==> src/design/uri_pc_pkg.sv <==
// ----------------------------------------------------------------------------
// URI percent codec package
// Shared types, codes and character tables for the percent codec.
// ----------------------------------------------------------------------------
`default_nettype none

package uri_pc_pkg;

  // Register indexes on the configuration port.
  localparam int unsigned CfgIdxW = 1;
  localparam logic [CfgIdxW-1:0] REG_DIRECTION  = 1'b0;
  localparam logic [CfgIdxW-1:0] REG_SAFE_CLASS = 1'b1;
  localparam int unsigned CfgDataW = 3;

  // Direction codes.
  localparam logic DIR_DECODE = 1'b0;
  localparam logic DIR_ENCODE = 1'b1;

  // Safe class codes; the two unused codes behave like the empty set.
  localparam logic [2:0] SAFE_NONE   = 3'd0;
  localparam logic [2:0] SAFE_USER   = 3'd1;
  localparam logic [2:0] SAFE_HOST   = 3'd2;
  localparam logic [2:0] SAFE_PATH   = 3'd3;
  localparam logic [2:0] SAFE_QUERY  = 3'd4;
  localparam logic [2:0] SAFE_OPTION = 3'd5;

  // Decode progress codes.
  localparam logic [1:0] PEND_IDLE  = 2'd0;
  localparam logic [1:0] PEND_PCT   = 2'd1;
  localparam logic [1:0] PEND_DIGIT = 2'd2;

  localparam logic [7:0] CHAR_PCT = 8'h25;

  // Upper-case hex digit characters.
  localparam logic [15:0][7:0] HEX_UPPER = {
    8'h46, 8'h45, 8'h44, 8'h43, 8'h42, 8'h41, 8'h39, 8'h38,
    8'h37, 8'h36, 8'h35, 8'h34, 8'h33, 8'h32, 8'h31, 8'h30
  };

  // One group of up to three result bytes caused by one input item.
  typedef struct packed {
    logic [1:0]      cnt;
    logic            last;
    logic [2:0][7:0] bytes;
  } grp_t;

  // Value of a hex digit character; bit 4 set means not a hex digit.
  function automatic logic [4:0] hex_value(input logic [7:0] c);
    logic [4:0] v;
    v = 5'h10;
    if (c >= 8'h30 && c <= 8'h39) begin
      v = {1'b0, 4'(c - 8'h30)};
    end else if (c >= 8'h41 && c <= 8'h46) begin
      v = {1'b0, 4'(c - 8'h37)};
    end else if (c >= 8'h61 && c <= 8'h66) begin
      v = {1'b0, 4'(c - 8'h57)};
    end
    return v;
  endfunction

  // Letters, digits and the four unreserved marks.
  function automatic logic is_unreserved(input logic [7:0] c);
    return (c >= 8'h61 && c <= 8'h7a) || (c >= 8'h41 && c <= 8'h5a) ||
           (c >= 8'h30 && c <= 8'h39) || c == 8'h2d || c == 8'h2e ||
           c == 8'h5f || c == 8'h7e;
  endfunction

  // Sub-delimiters: ! $ & ' ( ) * + , ; =
  function automatic logic is_subdelim(input logic [7:0] c);
    return c == 8'h21 || c == 8'h24 || c == 8'h26 || c == 8'h27 ||
           c == 8'h28 || c == 8'h29 || c == 8'h2a || c == 8'h2b ||
           c == 8'h2c || c == 8'h3b || c == 8'h3d;
  endfunction

  // Whether a byte passes unescaped under the given safe class.
  function automatic logic is_safe(input logic [7:0] c, input logic [2:0] cls);
    logic s;
    s = 1'b0;
    if (cls >= SAFE_USER && cls <= SAFE_OPTION) begin
      if (c == 8'h00 || is_unreserved(c)) begin
        s = 1'b1;
      end else if (cls == SAFE_OPTION) begin
        // Sub-delimiters without & and =, plus : @ / ?
        s = (is_subdelim(c) && c != 8'h26 && c != 8'h3d) ||
            c == 8'h3a || c == 8'h40 || c == 8'h2f || c == 8'h3f;
      end else if (is_subdelim(c)) begin
        s = 1'b1;
      end else if (cls == SAFE_HOST) begin
        s = (c == 8'h3a);
      end else if (cls == SAFE_PATH) begin
        s = c == 8'h3a || c == 8'h40 || c == 8'h2f;
      end else if (cls == SAFE_QUERY) begin
        s = c == 8'h3a || c == 8'h40 || c == 8'h2f || c == 8'h3f;
      end
    end
    return s;
  endfunction

endpackage

`default_nettype wire

==> src/design/uri_pc_step.sv <==
// ----------------------------------------------------------------------------
// URI percent codec conversion stage
// Input register, decode progress state and the per-item conversion logic.
// ----------------------------------------------------------------------------
`default_nettype none

module uri_pc_step (
  input  logic              clk_i,
  input  logic              rst_ni,
  input  logic              dir_i,
  input  logic [2:0]        safe_class_i,
  input  logic              state_clr_i,
  input  logic              in_valid_i,
  output logic              in_ready_o,
  input  logic [7:0]        in_byte_i,
  input  logic              in_last_i,
  output logic              grp_valid_o,
  input  logic              grp_ready_i,
  output uri_pc_pkg::grp_t  grp_o
);
  import uri_pc_pkg::*;

  logic       s1_valid_q, s1_valid_d;
  logic [7:0] s1_byte_q;
  logic       s1_last_q;
  logic [1:0] pend_q, pend_d;
  logic [7:0] held_q, held_d;
  logic       advance;
  logic       load;
  grp_t       grp;
  logic [4:0] h1;
  logic [4:0] h2;

  // The input register takes a beat whenever its item moves on or it is empty.
  assign advance    = s1_valid_q && grp_ready_i;
  assign in_ready_o = !s1_valid_q || grp_ready_i;
  assign load       = in_valid_i && in_ready_o;
  assign s1_valid_d = load ? 1'b1 : (advance ? 1'b0 : s1_valid_q);

  assign h1 = hex_value(held_q);
  assign h2 = hex_value(s1_byte_q);

  // Conversion of the held item into a result group and the next decode state.
  always_comb begin
    grp       = '0;
    grp.last  = s1_last_q;
    pend_d    = pend_q;
    held_d    = held_q;
    if (dir_i == DIR_ENCODE) begin
      if (is_safe(s1_byte_q, safe_class_i)) begin
        grp.cnt      = 2'd1;
        grp.bytes[0] = s1_byte_q;
      end else begin
        grp.cnt      = 2'd3;
        grp.bytes[0] = CHAR_PCT;
        grp.bytes[1] = HEX_UPPER[s1_byte_q[7:4]];
        grp.bytes[2] = HEX_UPPER[s1_byte_q[3:0]];
      end
    end else begin
      unique case (pend_q)
        PEND_PCT: begin
          if (s1_last_q) begin
            grp.cnt      = 2'd2;
            grp.bytes[0] = CHAR_PCT;
            grp.bytes[1] = s1_byte_q;
            pend_d       = PEND_IDLE;
            held_d       = '0;
          end else begin
            held_d = s1_byte_q;
            pend_d = PEND_DIGIT;
          end
        end
        PEND_DIGIT: begin
          if (!h1[4] && !h2[4]) begin
            grp.cnt      = 2'd1;
            grp.bytes[0] = {h1[3:0], h2[3:0]};
          end else begin
            grp.cnt      = 2'd3;
            grp.bytes[0] = CHAR_PCT;
            grp.bytes[1] = held_q;
            grp.bytes[2] = s1_byte_q;
          end
          pend_d = PEND_IDLE;
          held_d = '0;
        end
        default: begin
          // Idle, and the unreachable fourth code.
          pend_d = PEND_IDLE;
          if (s1_byte_q == CHAR_PCT) begin
            if (s1_last_q) begin
              grp.cnt      = 2'd1;
              grp.bytes[0] = CHAR_PCT;
            end else begin
              pend_d = PEND_PCT;
            end
          end else begin
            grp.cnt      = 2'd1;
            grp.bytes[0] = s1_byte_q;
          end
        end
      endcase
    end
  end

  assign grp_valid_o = s1_valid_q && (grp.cnt != 2'd0);
  assign grp_o       = grp;

  // Control state.
  always_ff @(posedge clk_i or negedge rst_ni) begin
    if (!rst_ni) begin
      s1_valid_q <= 1'b0;
      pend_q     <= PEND_IDLE;
      held_q     <= '0;
    end else begin
      s1_valid_q <= s1_valid_d;
      if (state_clr_i) begin
        pend_q <= PEND_IDLE;
        held_q <= '0;
      end else if (advance) begin
        pend_q <= pend_d;
        held_q <= held_d;
      end
    end
  end

  // Input payload register.
  always_ff @(posedge clk_i) begin
    if (load) begin
      s1_byte_q <= in_byte_i;
      s1_last_q <= in_last_i;
    end
  end

endmodule

`default_nettype wire

==> src/design/uri_pc_serial.sv <==
// ----------------------------------------------------------------------------
// URI percent codec result register
// Holds one result group and sends its bytes out one beat at a time.
// ----------------------------------------------------------------------------
`default_nettype none

module uri_pc_serial (
  input  logic              clk_i,
  input  logic              rst_ni,
  input  logic              grp_valid_i,
  output logic              grp_ready_o,
  input  uri_pc_pkg::grp_t  grp_i,
  output logic              out_valid_o,
  input  logic              out_ready_i,
  output logic [7:0]        out_byte_o,
  output logic              out_last_o
);
  import uri_pc_pkg::*;

  logic       valid_q, valid_d;
  logic [1:0] idx_q, idx_d;
  grp_t       grp_q;
  logic       final_beat;
  logic       take;
  logic       load;

  // The group is done when its final byte is taken.
  assign final_beat  = (idx_q == grp_q.cnt - 2'd1);
  assign take        = valid_q && out_ready_i;
  assign grp_ready_o = !valid_q || (out_ready_i && final_beat);
  assign load        = grp_valid_i && grp_ready_o;

  always_comb begin
    valid_d = valid_q;
    idx_d   = idx_q;
    if (load) begin
      valid_d = 1'b1;
      idx_d   = '0;
    end else if (take) begin
      if (final_beat) begin
        valid_d = 1'b0;
        idx_d   = '0;
      end else begin
        idx_d = idx_q + 2'd1;
      end
    end
  end

  // Control state.
  always_ff @(posedge clk_i or negedge rst_ni) begin
    if (!rst_ni) begin
      valid_q <= 1'b0;
      idx_q   <= '0;
    end else begin
      valid_q <= valid_d;
      idx_q   <= idx_d;
    end
  end

  // Result group payload.
  always_ff @(posedge clk_i) begin
    if (load) begin
      grp_q <= grp_i;
    end
  end

  // Output beat selection.
  assign out_valid_o = valid_q;
  assign out_byte_o  = (idx_q == 2'd0) ? grp_q.bytes[0] :
                       (idx_q == 2'd1) ? grp_q.bytes[1] : grp_q.bytes[2];
  assign out_last_o  = grp_q.last && final_beat;

endmodule

`default_nettype wire

==> src/design/uri_percent_codec_unit.sv <==
// ----------------------------------------------------------------------------
// URI percent codec
// Streams bytes through percent-escape decoding or encoding.
// ----------------------------------------------------------------------------
//  Channel   Handshake                  Payload
//  in        in_valid_i / in_ready_o    in_byte_i, in_last_i
//  out       out_valid_o / out_ready_i  out_byte_o, out_last_o
//  cfg       cfg_we_i                   cfg_idx_i, cfg_wdata_i
//
//  An accepted beat waits in the input register, then its group of up to
//  three result bytes, if any, loads into the result register, which sends
//  one byte per cycle while out_ready_i is high. A passed byte gives one
//  result byte, an escaped byte three, and a held decode byte none.
//  A stalled output holds both registers and drops in_ready_o once they fill.
//  Reset clears the configuration, the decode progress and all valid flags.
// ----------------------------------------------------------------------------
`default_nettype none

module uri_percent_codec_unit (
  input  logic                           clk_i,
  input  logic                           rst_ni,
  input  logic                           cfg_we_i,
  input  logic [uri_pc_pkg::CfgIdxW-1:0] cfg_idx_i,
  input  logic [uri_pc_pkg::CfgDataW-1:0] cfg_wdata_i,
  input  logic                           in_valid_i,
  output logic                           in_ready_o,
  input  logic [7:0]                     in_byte_i,
  input  logic                           in_last_i,
  output logic                           out_valid_o,
  input  logic                           out_ready_i,
  output logic [7:0]                     out_byte_o,
  output logic                           out_last_o
);
  import uri_pc_pkg::*;

  logic       dir_q;
  logic [2:0] safe_class_q;
  logic       dir_wr;
  logic       grp_valid;
  logic       grp_ready;
  grp_t       grp;

  assign dir_wr = cfg_we_i && (cfg_idx_i == REG_DIRECTION);

  // Configuration registers.
  always_ff @(posedge clk_i or negedge rst_ni) begin
    if (!rst_ni) begin
      dir_q        <= DIR_DECODE;
      safe_class_q <= SAFE_NONE;
    end else if (cfg_we_i) begin
      unique case (cfg_idx_i)
        REG_DIRECTION:  dir_q        <= cfg_wdata_i[0];
        REG_SAFE_CLASS: safe_class_q <= cfg_wdata_i;
        default:        ;
      endcase
    end
  end

  // Conversion stage.
  uri_pc_step u_step (
    .clk_i        (clk_i),
    .rst_ni       (rst_ni),
    .dir_i        (dir_q),
    .safe_class_i (safe_class_q),
    .state_clr_i  (dir_wr),
    .in_valid_i   (in_valid_i),
    .in_ready_o   (in_ready_o),
    .in_byte_i    (in_byte_i),
    .in_last_i    (in_last_i),
    .grp_valid_o  (grp_valid),
    .grp_ready_i  (grp_ready),
    .grp_o        (grp)
  );

  // Result register and output serializer.
  uri_pc_serial u_serial (
    .clk_i       (clk_i),
    .rst_ni      (rst_ni),
    .grp_valid_i (grp_valid),
    .grp_ready_o (grp_ready),
    .grp_i       (grp),
    .out_valid_o (out_valid_o),
    .out_ready_i (out_ready_i),
    .out_byte_o  (out_byte_o),
    .out_last_o  (out_last_o)
  );

endmodule

`default_nettype wire

==> config.mk <==
export PLATFORM = sky130hd
export DESIGN_NAME = uri_percent_codec_unit
export DESIGN_NICKNAME = d
export VERILOG_FILES = /design/src/design/uri_pc_pkg.sv /design/src/design/uri_pc_step.sv /design/src/design/uri_pc_serial.sv /design/src/design/uri_percent_codec_unit.sv
export SDC_FILE = /design/constraint.sdc
export NUM_CORES = 1
export LEC_CHECK = 0
export BUFFER_PORTS_ARGS = -buffer_cell sky130_fd_sc_hd__buf_2
export CAP_MARGIN = 20
export CORE_ASPECT_RATIO = 1.4
export CORE_MARGIN = 2
export CORE_UTILIZATION = 55
export CTS_CLUSTER_SIZE = 14
export DETAILED_ROUTE_END_ITERATION = 16
export PLACE_DENSITY = 0.74
export SETUP_SLACK_MARGIN = 0.2
export SKIP_CTS_REPAIR_TIMING = 1
export SLEW_MARGIN = 20
export SYNTH_ARGS = -nofsm -noshare
export SYNTH_HDL_FRONTEND = slang
export SYNTH_SLANG_ARGS = --single-unit
==> constraint.sdc <==
create_clock -name clk_i -period 3.1 [get_ports clk_i]
set_input_delay 0.62 -clock clk_i [delete_from_list [all_inputs] [get_ports clk_i]]
set_output_delay 0.62 -clock clk_i [all_outputs]
set_load 0.02 [all_outputs]
==> out/qor.yml, run 1 <==
run_status:
  status: "completed"
synthesis:
  ys_types: 67
  yosys.cell_count.top_type: "nand2_1"
  synth_area_mm2: 0.004066
  synth_cells: 413
  synth_warnings: 0
  ys_top_cells_by_area: "edfxtp_1 27%, dfrtp_1 11%, dfxtp_1 5.9%"
  avgSynthCellArea_um2: 9.846
  synth_common_cells: "41 x nand2_1, 36 x edfxtp_1, 24 x nor2_1"
  synth_top_area_frac: 0.2658
  synth_seq_cells: 66
  yosysTopAreaCell: "edfxtp_1"
  synth_enable_flop_cells: 36
  ys.flop_type: "edfxtp_1"
  syn_nets: 448
  async_flop_share: 0.2727
  synth_seq_area_share: 0.4357
worst_setup_path:
  cp-startpoint: "u_step.s1_byte_q[0]"
  end_kind: "register"
  r2r-start: "u_step.s1_byte_q[0]"
  crit_fanout: 8
  path_class: "register to register"
  cp.arrival_ps: 2920
  worst_setup_path_start_kind: "register"
  worstPathRequired_ps: 3190
timing:
  finalHoldViolations: 0
  fin_crit_sh: 0.9123
  finalMaxSlewViolations: 0
  max_slew_margin: 0.4887
  finalClockSkew_ps: 8.197
  setup-tns-final_ps: 0
  fin_crit_ps: 2828
  setup_viol: 0
  worst_slew_pin_slew_ps: 765.0
  timing.final.ws_setup_ps: 271.8
  rsz0062_at_grt: "false"
  fmax_ghz: 0.3536
clocking:
  cts_max_path_buffers: 2
  clock-sinks: 66
  clk_pin_slew_ps: 70
  root_buffer: "clkbuf_8"
  htree_levels: 3
  clk_latency_ps: 360
  numCtsBuffers: 9
  tritoncts: "yes"
layout:
  layout-drive-gt1-share: 0.1907
  seqCellArea_mm2: 0.001772
  finalNetCount: 481
  syn_to_final_growth_pct: 12.34
  fillers: 607
  fin_util: 0.6285
  multiInputGateArea_mm2: 0.002092
  antenna_cells: 0
die:
  start_util: 0.5595
  io_pins: 29
  row_count: 37
  die_height_um: 105.7
  fp.coreArea_mm2: 0.007268
  dieArea_mm2: 0.008107
  die_x_um: 76.67
route:
  drc_errors: 0
  firstDrtPassIters: 4
  postRouteAntennaNets: 0
  vias: 3316
  post_drt_wl_per_cell_um: 17.80
  drtIter0Drc: 296
  vias_per_cell: 6.051
  wirelength_um: 9756
grt:
  antenna_found_initial: 0
  grt_pass1_vias: 3041
  overflow: 0
  grt_max_degree: 26
  grt.total_usage: 0.2508
  grt_pass1_wl_um: 15690
placed_design:
  hpwlAfterDp_um: 7135
  place_ws_ps: 163.0
  portBuffers: 28
  place_congestion: 0.9589
power_and_ir_drop:
  ir_drop_uv: 430.3
  p_total_mw: 3.494
  p_leak_nw: 1.863
  power_density_mw_per_mm2: 764.8
job:
  cap_violations: 0
worst_hold_path:
  hp-class: "input pin to asynchronous set/reset pin"
-- per-stage QoR --
stage | cells | hold WS (ps) | cell area (um2)
after floorplan | 413 | 324.4 | 4066
after global placement | 530 | 509.9 | 4323
after detailed placement | 530 | 513.2 | 4323
after CTS | 546 | 193.3 | 4528
after global routing | 548 | 219.4 | 4568
final | 548 | 192.3 | 4568
-- layout by cell type (no fill, tap or decap), drive strengths merged, types with 6 or more instances in the layout --
| cell | count |
|---|---|
| and3 | 7 |
| mux2i | 19 |
| buf | 47 |
| dfrtp | 18 |
| nand2 | 41 |
| ha | 17 |
| nand3 | 14 |
| nor3 | 12 |
| edfxtp | 36 |
| clkbuf | 12 |
| nand2b | 10 |
| a22o | 16 |
| dfxtp | 12 |
| a21oi | 16 |
| o21ai | 22 |
| inv | 21 |
| nor2 | 24 |
| a221o | 8 |
| a31oi | 6 |
| nand3b | 8 |
| and2 | 7 |
-- critical path: stages (launching register included) --
cell,delay [ps]
edfxtp_1,460
inv_2,130
ha_1,340
nand3b_1,120
a2111oi_0,530
nor3_1,120
o22ai_2,210
a211oi_4,110
or4_1,550
-- where the power goes --
| part | leakage (nW) | internal, mW | switching [mW] |
|---|---|---|---|
| clock | 0.0986 | 0.414 | 0.333 |
| sequential | 0.679 | 1.27 | 0.145 |
| combinational | 1.09 | 0.513 | 0.824 |
| total | 1.86 | 2.19 | 1.30 |
-- final timing paths --
check / depth (start not counted) / to / slack [ps]
min: 1 / safe_class_q[2] / 190
min in group clk_i: 1 / u_step.s1_last_q / 440
min reg2reg: 1 / u_serial.grp_q[16] / 530
max reg2reg: 8 / u_serial.grp_q[0] / 270
max in group asynchronous: 1 / u_step.held_q[5] / 2600
max: 8 / u_serial.grp_q[0] / 270
-- final cells by class --
cell class                 count  area share
inverter                      22     0.01808
multi-input combinational    300      0.4580
clock inverter                 4     0.01096
tap                           97     0.02657
sequential                    66      0.3878
clock buffer                  12     0.03396
timing repair buffer          47     0.06464
-- routing by layer --
metal  vias to the layer above  routed length, um  GRT usage
li1                       1596                  -          -
met1                      1584               4087     0.3042
met2                       105               4906     0.4248
met3                        31                449    0.05394
met4                         0                313     0.1143
met5                         -                  0          0
-- logic make-up (layout without fill, tap and decap cells) --
| logic type | count (synthesis) | in the layout | synth area share |
|---|---|---|---|
| buffers and inverters | 47 | 85 | 0.05292 |
| flip-flops | 66 | 66 | 0.4357 |
| AND/OR/NAND/NOR | 149 | 149 | 0.1957 |
| XOR/XNOR | 4 | 4 | 0.008617 |
| AO/OA/AOI/OAI | 107 | 107 | 0.1969 |
| multiplexers | 23 | 23 | 0.05784 |
| adder cells (fa/ha/maj) | 17 | 17 | 0.05231 |
No activity file was read; power rests on OpenSTA's default activity.
==> run 2, diff against run 1 <==
CTS_BUF_LIST = sky130_fd_sc_hd__clkbuf_4 sky130_fd_sc_hd__clkbuf_8 sky130_fd_sc_hd__clkbuf_16   (was default)
==> run 2 against run 1 <==
Net effect: cell count unchanged; maximum frequency about the same; power is 0.17% higher; die area unchanged; utilization increased by 0.052 points; design area hardly changed; global-route usage is the same; first-iteration DRC count decreased by 4.7%; combinational power barely moved; sequential power barely moved; sequential share of layout area is essentially flat; critical endpoint unchanged; largest power group unchanged.
==> out/qor.yml, run 2 (same netlist as run 1, synthesis figures left out) <==
timing:
  finalMaxSlewViolations: 0
  fin_crit_ps: 2830
  finalClockSkew_ps: 8.071
  whs_ps: 192.8
  fin_crit_sh: 0.9129
  max_slew_margin: 0.4966
  worst_slew_pin_slew_ps: 753.1
  finalHoldViolations: 0
  setup-tns-final_ps: 0
  setup_viol: 0
  fmax_ghz: 0.3534
  rsz0062_at_grt: "false"
worst_setup_path:
  path_class: "register to register"
  crit_fanout: 8
  worstPathRequired_ps: 3190
  cp.arrival_ps: 2920
  worst_setup_path_start_kind: "register"
  end_kind: "register"
power_and_ir_drop:
  power_frac_seq: 0.403
  p_sw_frac: 0.3711
  pwr-share-comb: 0.382
  power.internal_mw: 2.201
  ir_drop_uv: 434.3
  power_density_mw_per_mm2: 765.5
  p_clk_frac: 0.216
  p_leak_nw: 1.866
  p_sw_mw: 1.299
route:
  drc_errors: 0
  top_layer_used: "met4"
  postRouteAntennaNets: 0
  vias: 3307
  drtIter0Drc: 282
  drt-met1-wl_um: 4039
  wl_met3_um: 478
  post_drt_wl_per_cell_um: 17.74
  wl_met2_um: 4910
  vias_per_cell: 6.035
  wirelength_um: 9722
  firstDrtPassIters: 5
clocking:
  htree_levels: 3
  root_buffer: "clkbuf_8"
  clock-sinks: 66
  cts_max_path_buffers: 2
  clk_pin_slew_ps: 70
  numCtsBuffers: 9
  clk_latency_ps: 350
  tritoncts: "yes"
grt:
  antenna_found_initial: 0
  overflow: 0
  grt_max_degree: 26
  grt_pass1_wl_um: 15690
  grt.total_usage: 0.2508
  grt_pass1_vias: 3041
die:
  die_height_um: 105.7
  io_pins: 29
  row_count: 37
  dieArea_mm2: 0.008107
  fp.coreArea_mm2: 0.007268
  start_util: 0.5595
  die_x_um: 76.67
placed_design:
  portBuffers: 28
  place_congestion: 0.9589
  hpwlAfterDp_um: 7135
  place_inst: 530
job:
  cap_violations: 0
run_status:
  status: "completed"
layout:
  layout-drive-gt1-share: 0.1929
  syn_to_final_growth_pct: 12.43
  finalNetCount: 481
  final_common_cell: "nand2_1"
  fin_cells: 548
  fillers: 607
  antenna_cells: 0
  final_cell_mix: "41 x nand2_1, 36 x edfxtp_1, 28 x buf_2"
worst_hold_path:
  hp-class: "input pin to asynchronous set/reset pin"
==> run 2: final cells by class <==
class	instances	area [um2]	share of cell area
timing repair buffer	47	295.3	0.06459
clock buffer	12	158.9	0.03476
multi-input combinational	300	2092	0.4576
tap	97	121.4	0.02655
sequential	66	1772	0.3875
inverter	22	82.58	0.01806
clock inverter	4	50.05	0.01095
==> run 2: per-layer routing <==
metal	up-vias	GRT usage
met4	0	0.1143
met3	34	0.05394
met1	1569	0.3042
met2	110	0.4248
li1	1594	-
met5	-	0
==> run 2: through the flow <==
stage	worst slack [ps]	area, um2	utilization	total power, mW
2_1_floorplan	294.4	4066	-	2.342
3_3_place_gp	280.3	4323	0.5948	2.704
3_5_place_dp	163.0	4323	0.5948	2.740
4_1_cts	148.3	4532	0.6235	3.492
5_1_grt	230.5	4572	0.6290	3.702
6_report	270.1	4572	0.6290	3.500
==> run 2: power by group through the flow <==
stage	Combinational, mW	Clock (mW)	Sequential [mW]
floorplan	0.970	0	1.37
global placement	1.28	0	1.43
detailed placement	1.31	0	1.43
CTS	1.31	0.769	1.41
finish	1.34	0.754	1.41
global route	1.45	0.810	1.44
==> run 2: critical path: stages (launching register included) <==
cell and delay, ps:
edfxtp_1 460, inv_2 130, ha_1 340, nand3b_1 110
a2111oi_0 530, nor3_1 120, o22ai_2 210, a211oi_4 110
or4_1 560
==> run 2: final timing paths <==
kind,from,to,slack [ps],cells past startpoint
setup / recovery,u_step.s1_byte_q[0],u_serial.grp_q[0],270,8
hold / removal,rst_ni,safe_class_q[2],190,1
setup reg to reg,u_step.s1_byte_q[0],u_serial.grp_q[0],270,8
hold reg to reg,register,u_serial.grp_q[16],530,1
max in group asynchronous,rst_ni,u_step.held_q[5],2600,1
min in group clk_i,in_last_i,u_step.s1_last_q,440,1
